File: config.mk
export PLATFORM = sky130hd
export DESIGN_NAME = battery_level_from_voltage_unit_flat
export DESIGN_NICKNAME = d
export VERILOG_FILES = /design/src/sv/blfv_pkg.sv /design/src/sv/blfv_reading_if.sv /design/src/sv/blfv_level_if.sv /design/src/sv/battery_level_from_voltage_unit.sv /design/src/flat_wrapper.sv
export SDC_FILE = /design/constraint.sdc
export NUM_CORES = 1
export LEC_CHECK = 0
export BUFFER_PORTS_ARGS = -buffer_cell sky130_fd_sc_hd__buf_4
export CAP_MARGIN = 0
export CORE_MARGIN = 4
export CORE_UTILIZATION = 58
export DETAILED_ROUTE_END_ITERATION = 7
export GPL_TIMING_DRIVEN = 0
export PLACE_DENSITY = 0.82
export SYNTH_ARGS = -nofsm -noshare
export SYNTH_HDL_FRONTEND = slang
export SYNTH_SLANG_ARGS = --single-unit
export TNS_END_PERCENT = 1
File: constraint.sdc
create_clock -name clk -period 5 [get_ports clk]
set_input_delay 1 -clock clk [delete_from_list [all_inputs] [get_ports clk]]
set_output_delay 1 -clock clk [all_outputs]
set_load 0.03 [all_outputs]
File: src/sv/blfv_pkg.sv
// ----------------------------------------------------------------------------
// Battery level package
// Field widths, curve tables and band thresholds for the battery level unit.
// ----------------------------------------------------------------------------
package blfv_pkg;

  localparam int MV_W   = 13;
  localparam int TEMP_W = 8;
  localparam int PCT_W  = 7;

  localparam int CURVE_POINTS = 6;
  localparam int TEMP_BANDS   = 3;

  localparam int BAND_W = (TEMP_BANDS > 1) ? $clog2(TEMP_BANDS) : 1;
  localparam int PT_W   = $clog2(CURVE_POINTS);

  typedef logic [MV_W-1:0]          mv_t;
  typedef logic [PCT_W-1:0]         pct_t;
  typedef logic signed [TEMP_W-1:0] temp_t;

  localparam pct_t FULL_PERCENT = pct_t'(100);

  // Bands are tried from warmest to coldest.
  localparam temp_t BAND_MIN_TEMP [TEMP_BANDS] = '{
    temp_t'(10), temp_t'(-5), temp_t'(-20)
  };

  localparam mv_t CURVE_MV [TEMP_BANDS][CURVE_POINTS] = '{
    '{mv_t'(3000), mv_t'(3400), mv_t'(3600), mv_t'(3700), mv_t'(3800), mv_t'(4150)},
    '{mv_t'(3000), mv_t'(3300), mv_t'(3400), mv_t'(3650), mv_t'(3750), mv_t'(4100)},
    '{mv_t'(3000), mv_t'(3100), mv_t'(3150), mv_t'(3350), mv_t'(3500), mv_t'(3900)}
  };

  localparam pct_t CURVE_PCT [TEMP_BANDS][CURVE_POINTS] = '{
    '{pct_t'(0), pct_t'(5), pct_t'(10), pct_t'(25), pct_t'(50), pct_t'(100)},
    '{pct_t'(0), pct_t'(5), pct_t'(10), pct_t'(25), pct_t'(50), pct_t'(100)},
    '{pct_t'(0), pct_t'(5), pct_t'(10), pct_t'(25), pct_t'(50), pct_t'(100)}
  };

endpackage

File: src/sv/blfv_reading_if.sv
// ----------------------------------------------------------------------------
// Battery reading channel
// Valid/ready channel that carries one voltage and temperature reading.
// ----------------------------------------------------------------------------
interface blfv_reading_if import blfv_pkg::*; ();
  logic  valid;
  logic  ready;
  mv_t   battery_millivolts;
  temp_t temperature_celsius;

  modport source (output valid, output battery_millivolts, output temperature_celsius,
                  input ready);
  modport sink   (input valid, input battery_millivolts, input temperature_celsius,
                  output ready);
endinterface

File: src/sv/blfv_level_if.sv
// ----------------------------------------------------------------------------
// Battery level channel
// Valid/ready channel that carries one charge percentage.
// ----------------------------------------------------------------------------
interface blfv_level_if import blfv_pkg::*; ();
  logic valid;
  logic ready;
  pct_t charge_percent;

  modport source (output valid, output charge_percent, input ready);
  modport sink   (input valid, input charge_percent, output ready);
endinterface

File: src/sv/battery_level_from_voltage_unit.sv
// Accepts one voltage/temperature reading per clock while the pipeline is not
// full and stalled, and returns one charge percentage per reading, in order.
// Each reading passes through the twelve register stages of the pipeline: band
// select, segment search, difference, multiply, seven one-bit restoring divide
// stages and the output register. Every stage holds its transaction while the
// stage after it is full and stalled, so empty stages keep taking new readings.
// ----------------------------------------------------------------------------
// Battery level from voltage
// Piecewise-linear state-of-charge estimate from voltage and temperature.
// ----------------------------------------------------------------------------
module battery_level_from_voltage_unit import blfv_pkg::*; (
  input  logic           clk,
  input  logic           rst,
  blfv_reading_if.sink   reading,
  blfv_level_if.source   result
);

  localparam int QW     = PCT_W;          // quotient never exceeds the percent step within the curve
  localparam int PROD_W = MV_W + PCT_W;
  localparam int NST    = 4 + QW + 1;
  localparam int DIV0   = 4;

  logic [NST-1:0] v;
  logic [NST:0]   adv;

  always_comb begin
    adv[NST] = result.ready;
    for (int i = NST - 1; i >= 0; i--) begin
      adv[i] = !v[i] || adv[i+1];
    end
  end

  assign reading.ready = adv[0];

  always_ff @(posedge clk) begin
    if (rst) begin
      v <= '0;
    end else begin
      if (adv[0]) begin
        v[0] <= reading.valid;
      end
      for (int i = 1; i < NST; i++) begin
        if (adv[i]) begin
          v[i] <= v[i-1];
        end
      end
    end
  end

  // Stage 0: pick the temperature band and load its curve.
  logic [BAND_W-1:0] band;
  mv_t  s0_mv;
  mv_t  s0_cmv  [CURVE_POINTS];
  pct_t s0_cpct [CURVE_POINTS];

  always_comb begin
    band = BAND_W'(TEMP_BANDS - 1);
    for (int b = TEMP_BANDS - 2; b >= 0; b--) begin
      if (reading.temperature_celsius >= BAND_MIN_TEMP[b]) band = BAND_W'(b);
    end
  end

  always_ff @(posedge clk) begin
    if (adv[0]) begin
      s0_mv <= reading.battery_millivolts;
      for (int p = 0; p < CURVE_POINTS; p++) begin
        s0_cmv[p]  <= CURVE_MV[band][p];
        s0_cpct[p] <= CURVE_PCT[band][p];
      end
    end
  end

  // Stage 1: find the first segment that encloses the voltage.
  logic [PT_W-1:0] seg_lo;
  logic [PT_W-1:0] seg_hi;
  mv_t  s1_mv, s1_vlo, s1_vhi;
  pct_t s1_plo, s1_phi;
  logic s1_above, s1_below;

  always_comb begin
    seg_lo = PT_W'(CURVE_POINTS - 2);
    seg_hi = PT_W'(CURVE_POINTS - 1);
    for (int s = CURVE_POINTS - 2; s >= 0; s--) begin
      if (s0_mv >= s0_cmv[s] && s0_mv <= s0_cmv[s+1]) begin
        seg_lo = PT_W'(s);
        seg_hi = PT_W'(s + 1);
      end
    end
  end

  always_ff @(posedge clk) begin
    if (adv[1]) begin
      s1_mv    <= s0_mv;
      s1_vlo   <= s0_cmv[seg_lo];
      s1_vhi   <= s0_cmv[seg_hi];
      s1_plo   <= s0_cpct[seg_lo];
      s1_phi   <= s0_cpct[seg_hi];
      s1_above <= s0_mv > s0_cmv[CURVE_POINTS-1];
      s1_below <= s0_mv < s0_cmv[0];
    end
  end

  // Stage 2: differences. A flat or falling segment, or a voltage below it,
  // divides zero by one, which leaves the lower percentage.
  logic plain;
  mv_t  s2_dv, s2_span;
  pct_t s2_dp, s2_plo;
  logic s2_above, s2_below;

  assign plain = (s1_vhi > s1_vlo) && (s1_mv >= s1_vlo) && (s1_phi >= s1_plo);

  always_ff @(posedge clk) begin
    if (adv[2]) begin
      s2_dv    <= plain ? mv_t'(s1_mv - s1_vlo) : '0;
      s2_span  <= plain ? mv_t'(s1_vhi - s1_vlo) : mv_t'(1);
      s2_dp    <= plain ? pct_t'(s1_phi - s1_plo) : '0;
      s2_plo   <= s1_plo;
      s2_above <= s1_above;
      s2_below <= s1_below;
    end
  end

  // Stage 3 (index 0 of the arrays) is the product; the rest are divide stages.
  logic [PROD_W-1:0] rem   [QW+1];
  mv_t               span  [QW+1];
  pct_t              plo   [QW+1];
  logic [QW-1:0]     quo   [QW+1];
  logic              above [QW+1];
  logic              below [QW+1];

  always_ff @(posedge clk) begin
    if (adv[3]) begin
      rem[0]   <= PROD_W'(s2_dp) * PROD_W'(s2_dv);
      span[0]  <= s2_span;
      plo[0]   <= s2_plo;
      quo[0]   <= '0;
      above[0] <= s2_above;
      below[0] <= s2_below;
    end
  end

  for (genvar d = 0; d < QW; d++) begin : g_div
    localparam int K = QW - 1 - d;
    logic [PROD_W-1:0] trial;
    logic              take;

    assign trial = PROD_W'(span[d]) << K;
    assign take  = rem[d] >= trial;

    always_ff @(posedge clk) begin
      if (adv[DIV0+d]) begin
        rem[d+1]   <= take ? PROD_W'(rem[d] - trial) : rem[d];
        span[d+1]  <= span[d];
        plo[d+1]   <= plo[d];
        quo[d+1]   <= quo[d] | (take ? QW'(1) << K : QW'(0));
        above[d+1] <= above[d];
        below[d+1] <= below[d];
      end
    end
  end

  // Output stage: add the base percentage, clamp the ends and saturate.
  logic [PCT_W:0] sum;
  pct_t           level_next;
  pct_t           level;

  always_comb begin
    sum = (PCT_W+1)'(plo[QW]) + (PCT_W+1)'(quo[QW]);
    if (above[QW]) begin
      level_next = FULL_PERCENT;
    end else if (below[QW]) begin
      level_next = '0;
    end else if (sum > (PCT_W+1)'(FULL_PERCENT)) begin
      level_next = FULL_PERCENT;
    end else begin
      level_next = sum[PCT_W-1:0];
    end
  end

  always_ff @(posedge clk) begin
    if (adv[NST-1]) level <= level_next;
  end

  assign result.valid          = v[NST-1];
  assign result.charge_percent = level;

`ifndef SYNTHESIS
  a_level_range: assert property (@(posedge clk) disable iff (rst)
    result.valid |-> result.charge_percent <= FULL_PERCENT)
    else $error("charge percentage above full scale");

  a_full_stall: assert property (@(posedge clk) disable iff (rst)
    (&v) && !result.ready |-> !reading.ready)
    else $error("reading taken while the pipeline is full and stalled");

  a_flags: assert property (@(posedge clk) disable iff (rst)
    v[NST-2] |-> !(above[QW] && below[QW]))
    else $error("voltage flagged both above and below the curve");

  a_advance: assert property (@(posedge clk) disable iff (rst)
    result.valid && result.ready && v[NST-2] |=> result.valid)
    else $error("result lost while draining the pipeline");
`endif

endmodule
File: src/flat_wrapper.sv
// flat-port wrapper written by rule: the top's interface ports become plain ports
module battery_level_from_voltage_unit_flat import blfv_pkg::*;
  (clk, rst, reading_valid, reading_battery_millivolts, reading_temperature_celsius, reading_ready, result_valid, result_charge_percent, result_ready);
  blfv_reading_if reading_i ();
  blfv_level_if result_i ();
  input  logic clk;
  input  logic rst;
  input wire logic [$bits(reading_i.valid)-1:0] reading_valid;
  input wire logic [$bits(reading_i.battery_millivolts)-1:0] reading_battery_millivolts;
  input wire logic [$bits(reading_i.temperature_celsius)-1:0] reading_temperature_celsius;
  output wire logic [$bits(reading_i.ready)-1:0] reading_ready;
  output wire logic [$bits(result_i.valid)-1:0] result_valid;
  output wire logic [$bits(result_i.charge_percent)-1:0] result_charge_percent;
  input wire logic [$bits(result_i.ready)-1:0] result_ready;
  assign reading_i.valid = reading_valid;
  assign reading_i.battery_millivolts = reading_battery_millivolts;
  assign reading_i.temperature_celsius = reading_temperature_celsius;
  assign reading_ready = reading_i.ready;
  assign result_valid = result_i.valid;
  assign result_charge_percent = result_i.charge_percent;
  assign result_i.ready = result_ready;
  battery_level_from_voltage_unit u_core (.clk(clk), .rst(rst), .reading(reading_i), .result(result_i));
endmodule
==> results of run 1 <==
[flip-flops by register name, indices dropped and copies added, names as in the netlist, 8 cells and up]
signal,cells
u_core.plo,56
u_core.v,12
u_core.s1_vlo,13
u_core.quo,28
u_core.s2_span,13
u_core.s2_dv,13
u_core.s0_mv,13
u_core.s1_vhi,13
u_core.rem,140
u_core.below,8
u_core.span,91
u_core.above,8
u_core.s1_mv,13
[worst max path at each step]
stage | cells past startpoint | slack [ps] | to | from
5_1_grt | 17 | -310 | u_core.rem[0][18] | u_core.s2_dp[5]
3_3_place_gp | 17 | -430 | u_core.rem[0][18] | u_core.s2_dp[4]
6_report | 17 | -180 | u_core.rem[0][18] | u_core.s2_dp[5]
3_5_place_dp | 17 | -510 | u_core.rem[0][18] | u_core.s2_dp[4]
4_1_cts | 18 | -150 | u_core.rem[0][18] | u_core.s2_dp[1]
2_1_floorplan | 17 | 8 | u_core.rem[0][18] | u_core.s2_dp[5]
[worst register-to-register path, stage by stage, from the launching register on]
cell,delay [ps]
sky130_fd_sc_hd__edfxtp_1,500
sky130_fd_sc_hd__clkbuf_8,210
sky130_fd_sc_hd__and2_4,140
sky130_fd_sc_hd__fa_1,480
sky130_fd_sc_hd__fa_1,530
sky130_fd_sc_hd__fa_1,570
sky130_fd_sc_hd__inv_2,40
sky130_fd_sc_hd__fa_1,530
sky130_fd_sc_hd__inv_2,50
sky130_fd_sc_hd__ha_4,210
sky130_fd_sc_hd__a2111o_1,430
sky130_fd_sc_hd__o21bai_4,190
sky130_fd_sc_hd__nand3_2,120
sky130_fd_sc_hd__a2111oi_4,80
sky130_fd_sc_hd__o21a_1,200
sky130_fd_sc_hd__o21a_1,190
sky130_fd_sc_hd__o41a_1,320
sky130_fd_sc_hd__xor2_1,150
[routing by layer]
| layer | wire length [um] | up-vias | track usage |
|---|---|---|---|
| li1 | - | 8113 | - |
| met4 | 2020 | 0 | 0.0864 |
| met2 | 27500 | 542 | 0.392 |
| met3 | 2600 | 142 | 0.0327 |
| met1 | 21600 | 8173 | 0.276 |
| met5 | 0 | - | 0 |
[kinds of logic after synthesis]
logic type / share of synthesized area
fa+ha+maj: 0.150
compound gates: 0.104
mux: 0.0148
simple gates: 0.118
xor+xnor: 0.0348
flops: 0.536
other cells: 0.000289
buf+inv: 0.0438
[what timing repair did]
action / 4_1_cts / 5_1_grt
buffers inserted: 31 / 3
hold endpoints to repair: 0 / 0
resized for setup: 46 / 9
endpoints found under the setup margin: 6 / 6
gates cloned: 2 / 0
hold buffers: 0 / 0
pin swaps: 29 / 18
[area by class of cell]
type | count | area [um^2] | area share
flip-flops and latches | 467 | 13900 | 0.482
multi-input cells | 1431 | 11100 | 0.384
clock buffers | 58 | 1200 | 0.0415
inverters | 249 | 935 | 0.0324
well taps | 592 | 741 | 0.0257
repair buffers | 70 | 569 | 0.0197
plain buffers | 38 | 263 | 0.00911
clock inverters | 24 | 163 | 0.00564
[per-stage QoR]
step / power [mW] / cells / utilization / area (um^2)
final: 13.4 / 2929 / 0.652 / 28800
after global routing: 14.3 / 2929 / 0.652 / 28800
after CTS: 13.4 / 2926 / 0.651 / 28800
after detailed placement: 10.2 / 2811 / 0.611 / 27000
after global placement: 10.0 / 2809 / 0.610 / 27000
after floorplan: 9.08 / 2184 / - / 26000
[report_power, final]
part	total, mW	internal (mW)	leakage [nW]	switching (mW)
logic	4.67	1.96	6.07	2.71
clock network	3.13	1.71	0.654	1.43
registers	5.62	5.27	5.31	0.353
[cell usage in the layout, fill, tap and decap left out, types with 28 or more instances in the layout]
cell / instances
sky130_fd_sc_hd__edfxtp_1: 455
sky130_fd_sc_hd__inv_1: 239
sky130_fd_sc_hd__ha_1: 204
sky130_fd_sc_hd__nor2_1: 150
sky130_fd_sc_hd__nand2_1: 123
sky130_fd_sc_hd__a21oi_1: 110
sky130_fd_sc_hd__o21ai_0: 105
sky130_fd_sc_hd__buf_4: 67
sky130_fd_sc_hd__fa_1: 62
sky130_fd_sc_hd__and2_1: 61
sky130_fd_sc_hd__nor3_1: 56
sky130_fd_sc_hd__xnor2_1: 54
sky130_fd_sc_hd__xor2_1: 49
sky130_fd_sc_hd__clkbuf_16: 46
sky130_fd_sc_hd__o21a_1: 33
sky130_fd_sc_hd__nand2b_1: 29
sky130_fd_sc_hd__nand3_1: 28
==> qor_table.md, run 1 <==
| Stage | Parameter | Value |
|---|---|---|
| run status | Outcome | complete, but fails checks |
| run status | Violated checks | setup timing |
| setup path | Startpoint of the worst register-to-register path | u_core.s2_dp[5] |
| global route | Pin count of the biggest net entering global routing | 49 |
| setup path | Count of buffering cells on the critical path with inverters included | 3 |
| setup path | Critical setup path kind | reg2reg |
| setup path | Worst Reg2Reg Path Length in Cells | 17 |
| layout | Signed area change from the synthesized netlist to the final layout | 11.1% |
| route | First-pass iteration count of the detailed router | 5 |
| global route | Remaining Overflow, GRT | 0 |
| global route | GRT Overall Usage | 0.222 |
| yosys | Proportion of synthesized chip area in sequential cells | 0.536 |
| global route | Initial antenna violation count | 0 |
| yosys | Average instance area after synthesis | 11.9 um^2 |
| sta | Minimum clock period | 5180 ps |
| yosys | Yosys reg bits | 467 |
| setup path | Worst Setup Start Kind | register |
| worst hold path | Hold Path Stages | 0 |
| worst hold path | Class of the worst hold path | reg2reg |
| sta | Final hold vios | 0 |
| yosys | Leading cell type by number of instances after synthesis | sky130_fd_sc_hd__edfxtp_1 |
| floorplan | Total Die Area | 48200 um^2 |
| layout | N_diodes | 0 |
| yosys | Count of different cell masters after synthesis | 90 |
| power | Worst vdd ir | 0.345 mV |
| setup path | Critical path cell sequence | clkbuf_8, and2_4, fa_1, fa_1, fa_1, inv_2, fa_1, inv_2, ha_4, a2111o_1, o21bai_4, nand3_2, a2111oi_4, o21a_1, o21a_1, o41a_1, xor2_1 |
| setup path | Type of destination of the critical path | register |
| route | Via density per instance | 5.79 |
| sta | Worst setup margin | -182 ps |
| flow run | Count of max-cap constraint violations | 0 |
| setup path | Required time of the worst setup path | 5320 ps |
| sta | Count of pins over their slew limit | 0 |
| setup path | Register-to-register path setup slack | -180 ps |
| sta | TNS Setup | -409 ps |
| clock tree | Library cell used as clock root buffer | sky130_fd_sc_hd__clkbuf_16 |
| clock tree | H-tree level count | 2 |
| floorplan | Cell Rows | 77 |
| yosys | Dominant synthesized flop cell | sky130_fd_sc_hd__edfxtp_1 |
| yosys | Count of mapped cells out of synthesis | 2181 |
| layout | Count of filler cells inserted in the layout | 3126 |
| setup path | CP dominant cell by count | sky130_fd_sc_hd__fa_1 |
| route | Number of design-rule violations left by the first detailed-router iteration | 1245 |
| yosys | Share of synthesized registers carrying an async set or reset | 0 |
| route | Number of design rule violations left after detail routing | 0 |
| setup path | CP Data Arrival Time | 5500 ps |
| placement | Routability congestion estimate from global placement | 0.931 |
| sta | Fmax | 193 MHz |
| sta | Share of the clock period used by the worst path after layout | 1.04 |
| placement | Setup Slack @ Placement | -512 ps |
| clock tree | Insertion delay of the later-clocked pin in the worst-skew pair | 580 ps |
| yosys | Area of the mapped netlist | 26000 um^2 |
| worst hold path | Terminating pin of the worst hold path | u_core.quo[1][6] |
| clock tree | Number of buffers added by the clock tree synthesis step | 46 |
| placement | Post-detailed-placement half-perimeter wirelength | 39.6 mm |
| setup path | Reg2reg end | u_core.rem[0][18] |
| sta | Max Clock Skew | 14.0 ps |
| setup path | Highest fanout seen on the critical path | 5 |
| sta | Final-report setup violation count | 5 |
| sta | Unrepaired setup endpoints after global routing | true |
| yosys | Synth Warn # | 0 |
| route | Routed WL per cell | 18.3 um |
| floorplan | Die Ht | 220 um |
| route | Antenna viol nets, final | 0 |
| setup path | Max incr delay on CP | 570 ps |
| clock tree | Clk sink count | 467 |
| clock tree | CTS tree | yes |
| yosys | Share of Yosys cell area claimed by the top area cell type | 0.526 |
| floorplan | Width of the die | 220 um |
| placement | Count of input and output buffers | 33 |
| floorplan | Core box area | 44200 um^2 |
| yosys | Ranking of synthesized cells by area | sky130_fd_sc_hd__edfxtp_1, sky130_fd_sc_hd__ha_1, sky130_fd_sc_hd__fa_1, sky130_fd_sc_hd__inv_1, sky130_fd_sc_hd__nor2_1 |
| route | Wirelength, routed | 53.7 mm |
| floorplan | Ports | 34 |
| layout | Count of nets after finishing | 2600 |
| global route | Vias in the first global route | 17200 |
| yosys | EDFF count, synth | 455 |
| power | Power density over the cells | 465 nW/um^2 |
| sta | Worst-case hold slack | 417 ps |
| worst hold path | Beginning of the worst hold path | u_core.quo[0][27] |
| sta | Rel. slew slack | 0.304 |
| yosys | Synth cell count leaders | sky130_fd_sc_hd__edfxtp_1, sky130_fd_sc_hd__inv_1, sky130_fd_sc_hd__ha_1, sky130_fd_sc_hd__nor2_1, sky130_fd_sc_hd__nand2_1 |
| yosys | Top cell type by total area after synthesis | sky130_fd_sc_hd__edfxtp_1 |
| clock tree | Register clock-pin slew on the reported worst setup and hold paths | 60 ps |
| clock tree | Maximum clock path buffer count | 3 |
| sta | Worst-Margin Slew | 1040 ps |
| setup path | Category of cells accounting for the largest share of critical-path delay | adder cells |
| global route | Global-route wire length before repair | 85.5 mm |
| layout | Share of layout cells above drive strength 1 | 0.103 |
| route | Via count | 17000 |
| setup path | Slowest cell on the critical path | sky130_fd_sc_hd__fa_1 |
| floorplan | Starting Density | 0.587 |
| power | Static leakage power | 12.0 nW |
Power figures use the tool's default switching activity.
==> run 2: changes to the inputs <==
- ABC_AREA: not set -> 1
==> qor_table.md, run 2 <==
| Stage | Parameter | Value | vs previous |
|---|---|---|---|
| layout | Largest registers | u_core.rem (140), u_core.span (91), u_core.plo (56) |  |
| yosys | Top cell type by total area after synthesis | sky130_fd_sc_hd__edfxtp_1 |  |
| floorplan | Starting Density | 0.592 | +0.00508 |
| layout | Register with the most flip-flops | u_core.rem |  |
| yosys | Synth cell count leaders | sky130_fd_sc_hd__nand2_1, sky130_fd_sc_hd__edfxtp_1, sky130_fd_sc_hd__inv_1, sky130_fd_sc_hd__ha_1, sky130_fd_sc_hd__a21oi_1 |  |
| layout | Share of layout cells above drive strength 1 | 0.0786 | -0.0245 |
| global route | Global-route wire length before repair | 93.7 mm | +9.5% |
| route | Routed WL per cell | 18.0 um | -1.7% |
| power | Clock group share of total power | 0.241 | +0.008 |
| layout | Count of nets after finishing | 2969 | +14% |
| yosys | Synth Warn # | 0 | unchanged |
| layout | Commonest cells after routing, fill and taps aside | sky130_fd_sc_hd__nand2_1, sky130_fd_sc_hd__edfxtp_1, sky130_fd_sc_hd__inv_1 |  |
| sta | Max Clock Skew | 40.9 ps | +26.8 ps |
| yosys | Yosys reg bits | 467 | unchanged |
| yosys | Dominant synthesized flop cell | sky130_fd_sc_hd__edfxtp_1 |  |
| clock tree | CTS tree | yes |  |
| sta | Worst setup margin | 225 ps | +407 ps |
| setup path | Register-to-register path setup slack | 230 ps | +410 ps |
| layout | Final design utilization | 0.657 | +0.00474 |
| setup path | Type of destination of the critical path | register |  |
| floorplan | Total Die Area | 49000 um^2 | +1.7% |
| clock tree | Number of buffers added by the clock tree synthesis step | 48 | +4.3% |
| layout | N_diodes | 0 | unchanged |
| setup path | CP Data Arrival Time | 5090 ps | -410 ps |
| sta | TNS Setup | 0 ps | +409 ps |
| sta | Unrepaired setup endpoints after global routing | false |  |
| worst hold path | Hold Path Stages | 0 | unchanged |
| power | Internal Pwr Total | 9.61 mW | +7.6% |
| placement | Setup Slack @ Placement | -1370 ps | -858 ps |
| floorplan | Core box area | 44600 um^2 | +0.87% |
| setup path | Required time of the worst setup path | 5310 ps | about the same |
| route | Wirelength, routed | 59.5 mm | +11% |
| global route | Vias in the first global route | 18500 | +7.7% |
| setup path | Worst Reg2Reg Path Length in Cells | 17 | unchanged |
| sta | Share of the clock period used by the worst path after layout | 0.955 | -0.0814 |
| yosys | Share of synthesized registers carrying an async set or reset | 0 | unchanged |
| yosys | Leading cell type by number of instances after synthesis | sky130_fd_sc_hd__nand2_1 |  |
| yosys | Share of Yosys cell area claimed by the top area cell type | 0.517 | -0.00903 |
| sta | Final hold vios | 0 | unchanged |
| clock tree | H-tree level count | 2 | unchanged |
| power | Worst vdd ir | 0.320 mV | -7.5% |
| power | Share of total power consumed by net switching | 0.365 | +0.0310 |
| route | Via density per instance | 5.62 | -2.9% |
| route | Number of design-rule violations left by the first detailed-router iteration | 1431 | +15% |
| yosys | Area of the mapped netlist | 26400 um^2 | +1.7% |
| layout | Commonest non-fill, non-tap cell in the layout | sky130_fd_sc_hd__nand2_1 |  |
| yosys | Ranking of synthesized cells by area | sky130_fd_sc_hd__edfxtp_1, sky130_fd_sc_hd__ha_1, sky130_fd_sc_hd__nand2_1, sky130_fd_sc_hd__inv_1, sky130_fd_sc_hd__fa_1 |  |
| global route | GRT Overall Usage | 0.236 | +0.0142 |
| power | Relative contribution of combinational cells to total power | 0.370 | +0.022 |
| power | Fraction of power consumed by sequential logic | 0.389 | -0.030 |
| sta | Minimum clock period | 4770 ps | -407 ps |
| power | Sw Pwr | 5.54 mW | +23% |
| floorplan | Cell Rows | 77 | unchanged |
| global route | Initial antenna violation count | 0 | unchanged |
| placement | Post-detailed-placement half-perimeter wirelength | 43.6 mm | +10% |
| floorplan | Die Ht | 221 um | +0.84% |
| yosys | EDFF count, synth | 455 | unchanged |
| power | Static leakage power | 13.4 nW | +11% |
| sta | Rel. slew slack | 0.358 | +0.0549 |
| setup path | Worst Setup Start Kind | register |  |
| yosys | Average instance area after synthesis | 10.3 um^2 | -14% |
| route | Via count | 18600 | +9.4% |
| sta | Worst-Margin Slew | 962 ps | -78.6 ps |
| yosys | Count of mapped cells out of synthesis | 2572 | +18% |
| floorplan | Width of the die | 221 um | +0.84% |
| global route | Pin count of the biggest net entering global routing | 47 | -4.1% |
| route | Antenna viol nets, final | 0 | unchanged |
| yosys | Count of different cell masters after synthesis | 53 | -41% |
| clock tree | Clk sink count | 467 | unchanged |
| route | Number of design rule violations left after detail routing | 0 | unchanged |
| clock tree | Number of hold buffers added after CTS | 0 | unchanged |
| placement | Number of placed instances with taps included | 3202 | +14% |
| setup path | Highest fanout seen on the critical path | 10 | +5 |
| power | Total power | 15.1 mW | +13% |
| clock tree | Insertion delay of the later-clocked pin in the worst-skew pair | 610 ps | +30 ps |
| run status | Outcome | finished, final reports clean |  |
| flow run | Count of max-cap constraint violations | 0 | unchanged |
| placement | Count of input and output buffers | 33 | unchanged |
| route | First-pass iteration count of the detailed router | 6 | +1 |
| layout | Signed area change from the synthesized netlist to the final layout | 11.0% |  |
| worst hold path | Class of the worst hold path | reg2reg |  |
| sta | Count of pins over their slew limit | 0 | unchanged |
| clock tree | Register clock-pin slew on the reported worst setup and hold paths | 70 ps | about the same |
| yosys | Proportion of synthesized chip area in sequential cells | 0.526 | -0.00919 |
| global route | Remaining Overflow, GRT | 0 | unchanged |
| layout | Post-Layout Cell Count | 3302 | +13% |
| floorplan | Ports | 34 | unchanged |
| power | Power density over the cells | 517 nW/um^2 | +11% |
| sta | Final-report setup violation count | 0 | -5 |
| placement | Routability congestion estimate from global placement | 0.937 | +0.61% |
| clock tree | Maximum clock path buffer count | 3 | unchanged |
| sta | Fmax | 209 MHz | +8.5% |
| clock tree | Library cell used as clock root buffer | sky130_fd_sc_hd__clkbuf_16 |  |
| setup path | Critical setup path kind | reg2reg |  |
| layout | Flip-flop count of the largest register, all copies and words added | 140 | unchanged |
-- run 2: final timing paths --
| kind | from | end |
|---|---|---|
| worst min-delay path | u_core.s2_span[9] | u_core.span[0][9] |
| worst max register to register | u_core.s2_dp[5] | u_core.rem[0][17] |
| worst min register to register | u_core.s2_span[9] | u_core.span[0][9] |
| worst max-delay path | u_core.s2_dp[5] | u_core.rem[0][17] |
-- run 2: cell type report --
cell class | instances | area [um^2]
plain buffers | 25 | 140
clock buffers | 62 | 1280
clock inverters | 26 | 335
fillers | 3302 | 15300
inverters | 427 | 1600
multi-input cells | 1657 | 10900
flip-flops and latches | 467 | 13900
well taps | 592 | 741
repair buffers | 46 | 370
-- run 2: through the flow --
step	instance area (um^2)	hold slack, ps
2_1_floorplan	26400	400
3_3_place_gp	27400	401
3_5_place_dp	27500	405
4_1_cts	29300	409
5_1_grt	29300	420
6_report	29300	407
-- run 2: critical path, cell delays in order, from the launching register on --
cell	delay (ps)
sky130_fd_sc_hd__edfxtp_1	490
sky130_fd_sc_hd__clkbuf_4	280
sky130_fd_sc_hd__nand2_1	90
sky130_fd_sc_hd__fa_1	500
sky130_fd_sc_hd__fa_1	540
sky130_fd_sc_hd__inv_1	50
sky130_fd_sc_hd__fa_1	530
sky130_fd_sc_hd__inv_1	60
sky130_fd_sc_hd__fa_1	540
sky130_fd_sc_hd__inv_1	50
sky130_fd_sc_hd__ha_1	340
sky130_fd_sc_hd__a21oi_1	160
sky130_fd_sc_hd__o21ai_1	110
sky130_fd_sc_hd__a21oi_2	200
sky130_fd_sc_hd__o21ai_2	110
sky130_fd_sc_hd__a21oi_2	180
sky130_fd_sc_hd__o21ai_1	100
sky130_fd_sc_hd__xor2_1	160
-- run 2: kinds of logic (layout without fill, tap and decap cells) --
kind of cell | after synthesis | in the layout | synth area share
AOI/OAI and AO/OA | 397 | 397 | 0.0812
other | 2 | 5 | 0.000284
buffers and inverters | 455 | 586 | 0.0662
adders and majority gates | 272 | 272 | 0.147
DFF | 467 | 467 | 0.526
xor gates and xnor gates | 112 | 112 | 0.0371
and+or+nand+nor | 867 | 871 | 0.142
-- run 2: repair_timing --
action	4_1_cts	5_1_grt
setup endpoints to repair	5	4
buffers inserted	9	2
pin swaps	7	4
gates resized for setup	17	7
cloned	2	2
-- run 2: power by group through the flow --
stage	combinational (mW)	clock, mW	sequential (mW)
global route	6.26	3.89	5.95
detailed placement	5.48	0	5.95
finish	5.60	3.66	5.89
floorplan	4.11	0	5.79
global placement	5.34	0	5.91
CTS	5.54	3.68	5.88
-- run 2: routing by layer --
metal | track usage | routed length [um] | vias to the layer above
met5 | 0 | 0 | -
met4 | 0.110 | 3110 | 0
met3 | 0.0351 | 3170 | 193
met2 | 0.418 | 29900 | 650
met1 | 0.286 | 23300 | 8826
li1 | - | - | 8898
==> run 3: changes to the inputs <==
- ABC_AREA: 1 -> not set
- CAP_MARGIN: 0 -> 20
- PLACE_DENSITY: 0.82 -> 0.84
==> qor_table.md, run 3 (synthesized netlist as in run 1, its figures left out) <==
| Stage | Parameter | Value | vs previous |
|---|---|---|---|
| route | Number of design rule violations left after detail routing | 0 | unchanged |
| sta | Minimum clock period | 5070 ps | +291 ps |
| floorplan | Core box area | 44200 um^2 | -0.86% |
| layout | Post-Layout Cell Count | 2916 | -12% |
| clock tree | CTS tree | yes |  |
| sta | Final hold vios | 0 | unchanged |
| clock tree | Clk sink count | 467 | unchanged |
| layout | Commonest non-fill, non-tap cell in the layout | sky130_fd_sc_hd__edfxtp_1 |  |
| setup path | Critical path cell sequence | clkbuf_8, and2_4, fa_1, fa_1, fa_1, inv_1, fa_1, inv_2, ha_4, a2111o_1, o21bai_4, nand3_2, a2111oi_4, o21a_1, o21a_1, o41a_1, xor2_1 |  |
| setup path | Reg2reg end | u_core.rem[0][18] |  |
| layout | Post-layout instance area | 28800 um^2 | -1.6% |
| sta | Share of the clock period used by the worst path after layout | 1.01 | +0.0583 |
| worst hold path | Terminating pin of the worst hold path | u_core.s2_below |  |
| floorplan | Width of the die | 220 um | -0.83% |
| global route | Pin count of the biggest net entering global routing | 49 | +4.3% |
| sta | TNS Setup | -66.2 ps | -66.2 ps |
| layout | Register with the most flip-flops | u_core.rem |  |
| setup path | Start point of the critical path | u_core.s2_dp[5] |  |
| setup path | CP Data Arrival Time | 5400 ps | +310 ps |
| clock tree | Number of buffers added by the clock tree synthesis step | 47 | -2.1% |
| layout | Signed area change from the synthesized netlist to the final layout | 11.0% | about the same |
| run status | Violated checks | setup timing |  |
| sta | Rel. slew slack | 0.249 | -0.110 |
| setup path | CP dominant cell by count | sky130_fd_sc_hd__fa_1 |  |
| global route | Global-route wire length before repair | 86.3 mm | -7.9% |
| sta | Final-report setup violation count | 1 | +1 |
| sta | Count of pins over their slew limit | 0 | unchanged |
| worst hold path | Beginning of the worst hold path | u_core.s1_below |  |
| setup path | Slowest cell on the critical path | sky130_fd_sc_hd__fa_1 |  |
| flow run | Count of max-cap constraint violations | 0 | unchanged |
| setup path | Category of cells accounting for the largest share of critical-path delay | adder cells |  |
| run status | Outcome | complete, but fails checks |  |
| placement | Number of placed instances with taps included | 2812 | -12% |
| setup path | Worst Reg2Reg Path Length in Cells | 17 | unchanged |
| clock tree | Register clock-pin slew on the reported worst setup and hold paths | 60 ps | about the same |
| power | Worst vdd ir | 0.373 mV | +17% |
| placement | Placed cell area | 27000 um^2 | -1.6% |
| global route | GRT Overall Usage | 0.223 | -0.0126 |
| route | Wirelength, routed | 53.7 mm | -9.7% |
| sta | Max Clock Skew | 32.8 ps | -8.03 ps |
| placement | Routability congestion estimate from global placement | 0.936 | -0.12% |
| route | Via density per instance | 5.82 | +3.4% |
| layout | Count of nets after finishing | 2584 | -13% |
| setup path | Worst Setup Start Kind | register |  |
| setup path | Max incr delay on CP | 550 ps | about the same |
| setup path | Critical setup path kind | reg2reg |  |
| sta | Worst-Margin Slew | 1100 ps | +136 ps |
| route | Via count | 17000 | -8.6% |
| placement | Count of input and output buffers | 33 | unchanged |
| setup path | Startpoint of the worst register-to-register path | u_core.s2_dp[5] |  |
| layout | Largest registers | u_core.rem (140), u_core.span (91), u_core.plo (56) |  |
| setup path | Highest fanout seen on the critical path | 2 | -8 |
| setup path | Register-to-register path setup slack | -70 ps | -290 ps |
| floorplan | Ports | 34 | unchanged |
| floorplan | Starting Density | 0.587 | -0.00508 |
| sta | Fmax | 197 MHz | -5.8% |
| clock tree | H-tree level count | 2 | unchanged |
| power | Power density over the cells | 476 nW/um^2 | -7.9% |
| worst hold path | Hold Path Stages | 0 | unchanged |
| placement | Post-detailed-placement half-perimeter wirelength | 39.2 mm | -10% |
| clock tree | Maximum clock path buffer count | 3 | unchanged |
| route | First-pass iteration count of the detailed router | 7 | +1 |
| route | Antenna viol nets, final | 0 | unchanged |
| clock tree | Number of hold buffers added after CTS | 0 | unchanged |
| floorplan | Total Die Area | 48200 um^2 | -1.7% |
| layout | Share of layout cells above drive strength 1 | 0.0990 | +0.0204 |
| setup path | Required time of the worst setup path | 5330 ps | +20 ps |
| sta | Worst setup margin | -66.2 ps | -291 ps |
| layout | Flip-flop count of the largest register, all copies and words added | 140 | unchanged |
| floorplan | Cell Rows | 77 | unchanged |
| worst hold path | Class of the worst hold path | reg2reg |  |
| setup path | Type of destination of the critical path | register |  |
| route | Number of design-rule violations left by the first detailed-router iteration | 1295 | -9.5% |
| global route | Remaining Overflow, GRT | 0 | unchanged |
| global route | Vias in the first global route | 17300 | -6.6% |
| layout | Commonest cells after routing, fill and taps aside | sky130_fd_sc_hd__edfxtp_1, sky130_fd_sc_hd__inv_1, sky130_fd_sc_hd__ha_1 |  |
| floorplan | Die Ht | 220 um | -0.83% |
| layout | N_diodes | 0 | unchanged |
| route | Routed WL per cell | 18.4 um | +2.2% |
| clock tree | Insertion delay of the later-clocked pin in the worst-skew pair | 600 ps | about the same |
| sta | Unrepaired setup endpoints after global routing | true |  |
| clock tree | Library cell used as clock root buffer | sky130_fd_sc_hd__clkbuf_16 |  |
| global route | Initial antenna violation count | 2 | +2 |
| setup path | Count of buffering cells on the critical path with inverters included | 3 | -1 |
| power | Static leakage power | 12.0 nW | -9.9% |
## run 3: cell types whose count changed in the layout (fill, tap and decap cells not counted), sizes merged, moves of 16 or more
cell / delta
nand3: -74
inv: -178
a21oi: -63
nand2b: +29
mux2: +23
nor3: +28
o21ai: -53
a21o: +23
nor2b: +27
and2: +67
xor2: -16
o21a: +25
nand2: -376
## run 3: layout make-up
| cell class | count | area, um^2 |
|---|---|---|
| clock inverters | 26 | 270 |
| plain buffers | 37 | 235 |
| clock buffers | 60 | 1230 |
| fillers | 3107 | 15400 |
| well taps | 592 | 741 |
| inverters | 249 | 935 |
| multi-input cells | 1430 | 11000 |
| repair buffers | 55 | 453 |
| flip-flops and latches | 467 | 13900 |
## run 3: routing by layer
metal	track usage	up-vias	share of wire	routed length (um)
met5	0	-	0.00024	13
met4	0.0874	2	0.034	1830
met3	0.0356	150	0.049	2650
met2	0.398	535	0.52	27800
met1	0.273	8185	0.40	21500
li1	-	8090	-	-
## run 3: worst max path at each step
| stage | endpoint | slack (ps) | cells after the start |
|---|---|---|---|
| after floorplan | u_core.rem[0][18] | 8 | 17 |
| after global placement | u_core.rem[0][18] | -400 | 17 |
| after detailed placement | u_core.rem[0][18] | -450 | 17 |
| after CTS | u_core.rem[0][18] | -150 | 17 |
| after global routing | u_core.rem[0][18] | -200 | 17 |
| final | u_core.rem[0][18] | -70 | 17 |
## run 3: worst reg2reg max path, stage by stage, from the launching register on
cell and delay, ps:
sky130_fd_sc_hd__edfxtp_1 470, sky130_fd_sc_hd__clkbuf_8 190, sky130_fd_sc_hd__and2_4 130, sky130_fd_sc_hd__fa_1 460
sky130_fd_sc_hd__fa_1 520, sky130_fd_sc_hd__fa_1 550, sky130_fd_sc_hd__inv_1 50, sky130_fd_sc_hd__fa_1 500
sky130_fd_sc_hd__inv_2 50, sky130_fd_sc_hd__ha_4 220, sky130_fd_sc_hd__a2111o_1 440, sky130_fd_sc_hd__o21bai_4 190
sky130_fd_sc_hd__nand3_2 110, sky130_fd_sc_hd__a2111oi_4 80, sky130_fd_sc_hd__o21a_1 190, sky130_fd_sc_hd__o21a_1 190
sky130_fd_sc_hd__o41a_1 320, sky130_fd_sc_hd__xor2_1 140
## run 3: power by group
part	internal (mW)	total, mW	switching (mW)
clock	1.92	3.40	1.48
combinational	1.96	4.68	2.73
sequential	5.27	5.64	0.371
total	9.15	13.7	4.58
## run 3: what timing repair did
| item | in CTS | in global routing |
|---|---|---|
| resized for setup | 34 | 13 |
| pin swaps | 26 | 17 |
| setup endpoints to repair | 5 | 5 |
| setup buffers | 17 | 2 |
| cloned | 0 | 0 |
## run 3: per-stage QoR
step	power (mW)	util	hold WS, ps	setup slack (ps)
finish	13.7	0.652	403	-66.2
global route	14.5	0.652	409	-197
CTS	13.7	0.651	395	-151
detailed placement	10.2	0.611	405	-452
global placement	9.99	0.610	400	-398
floorplan	9.08	-	400	8.45
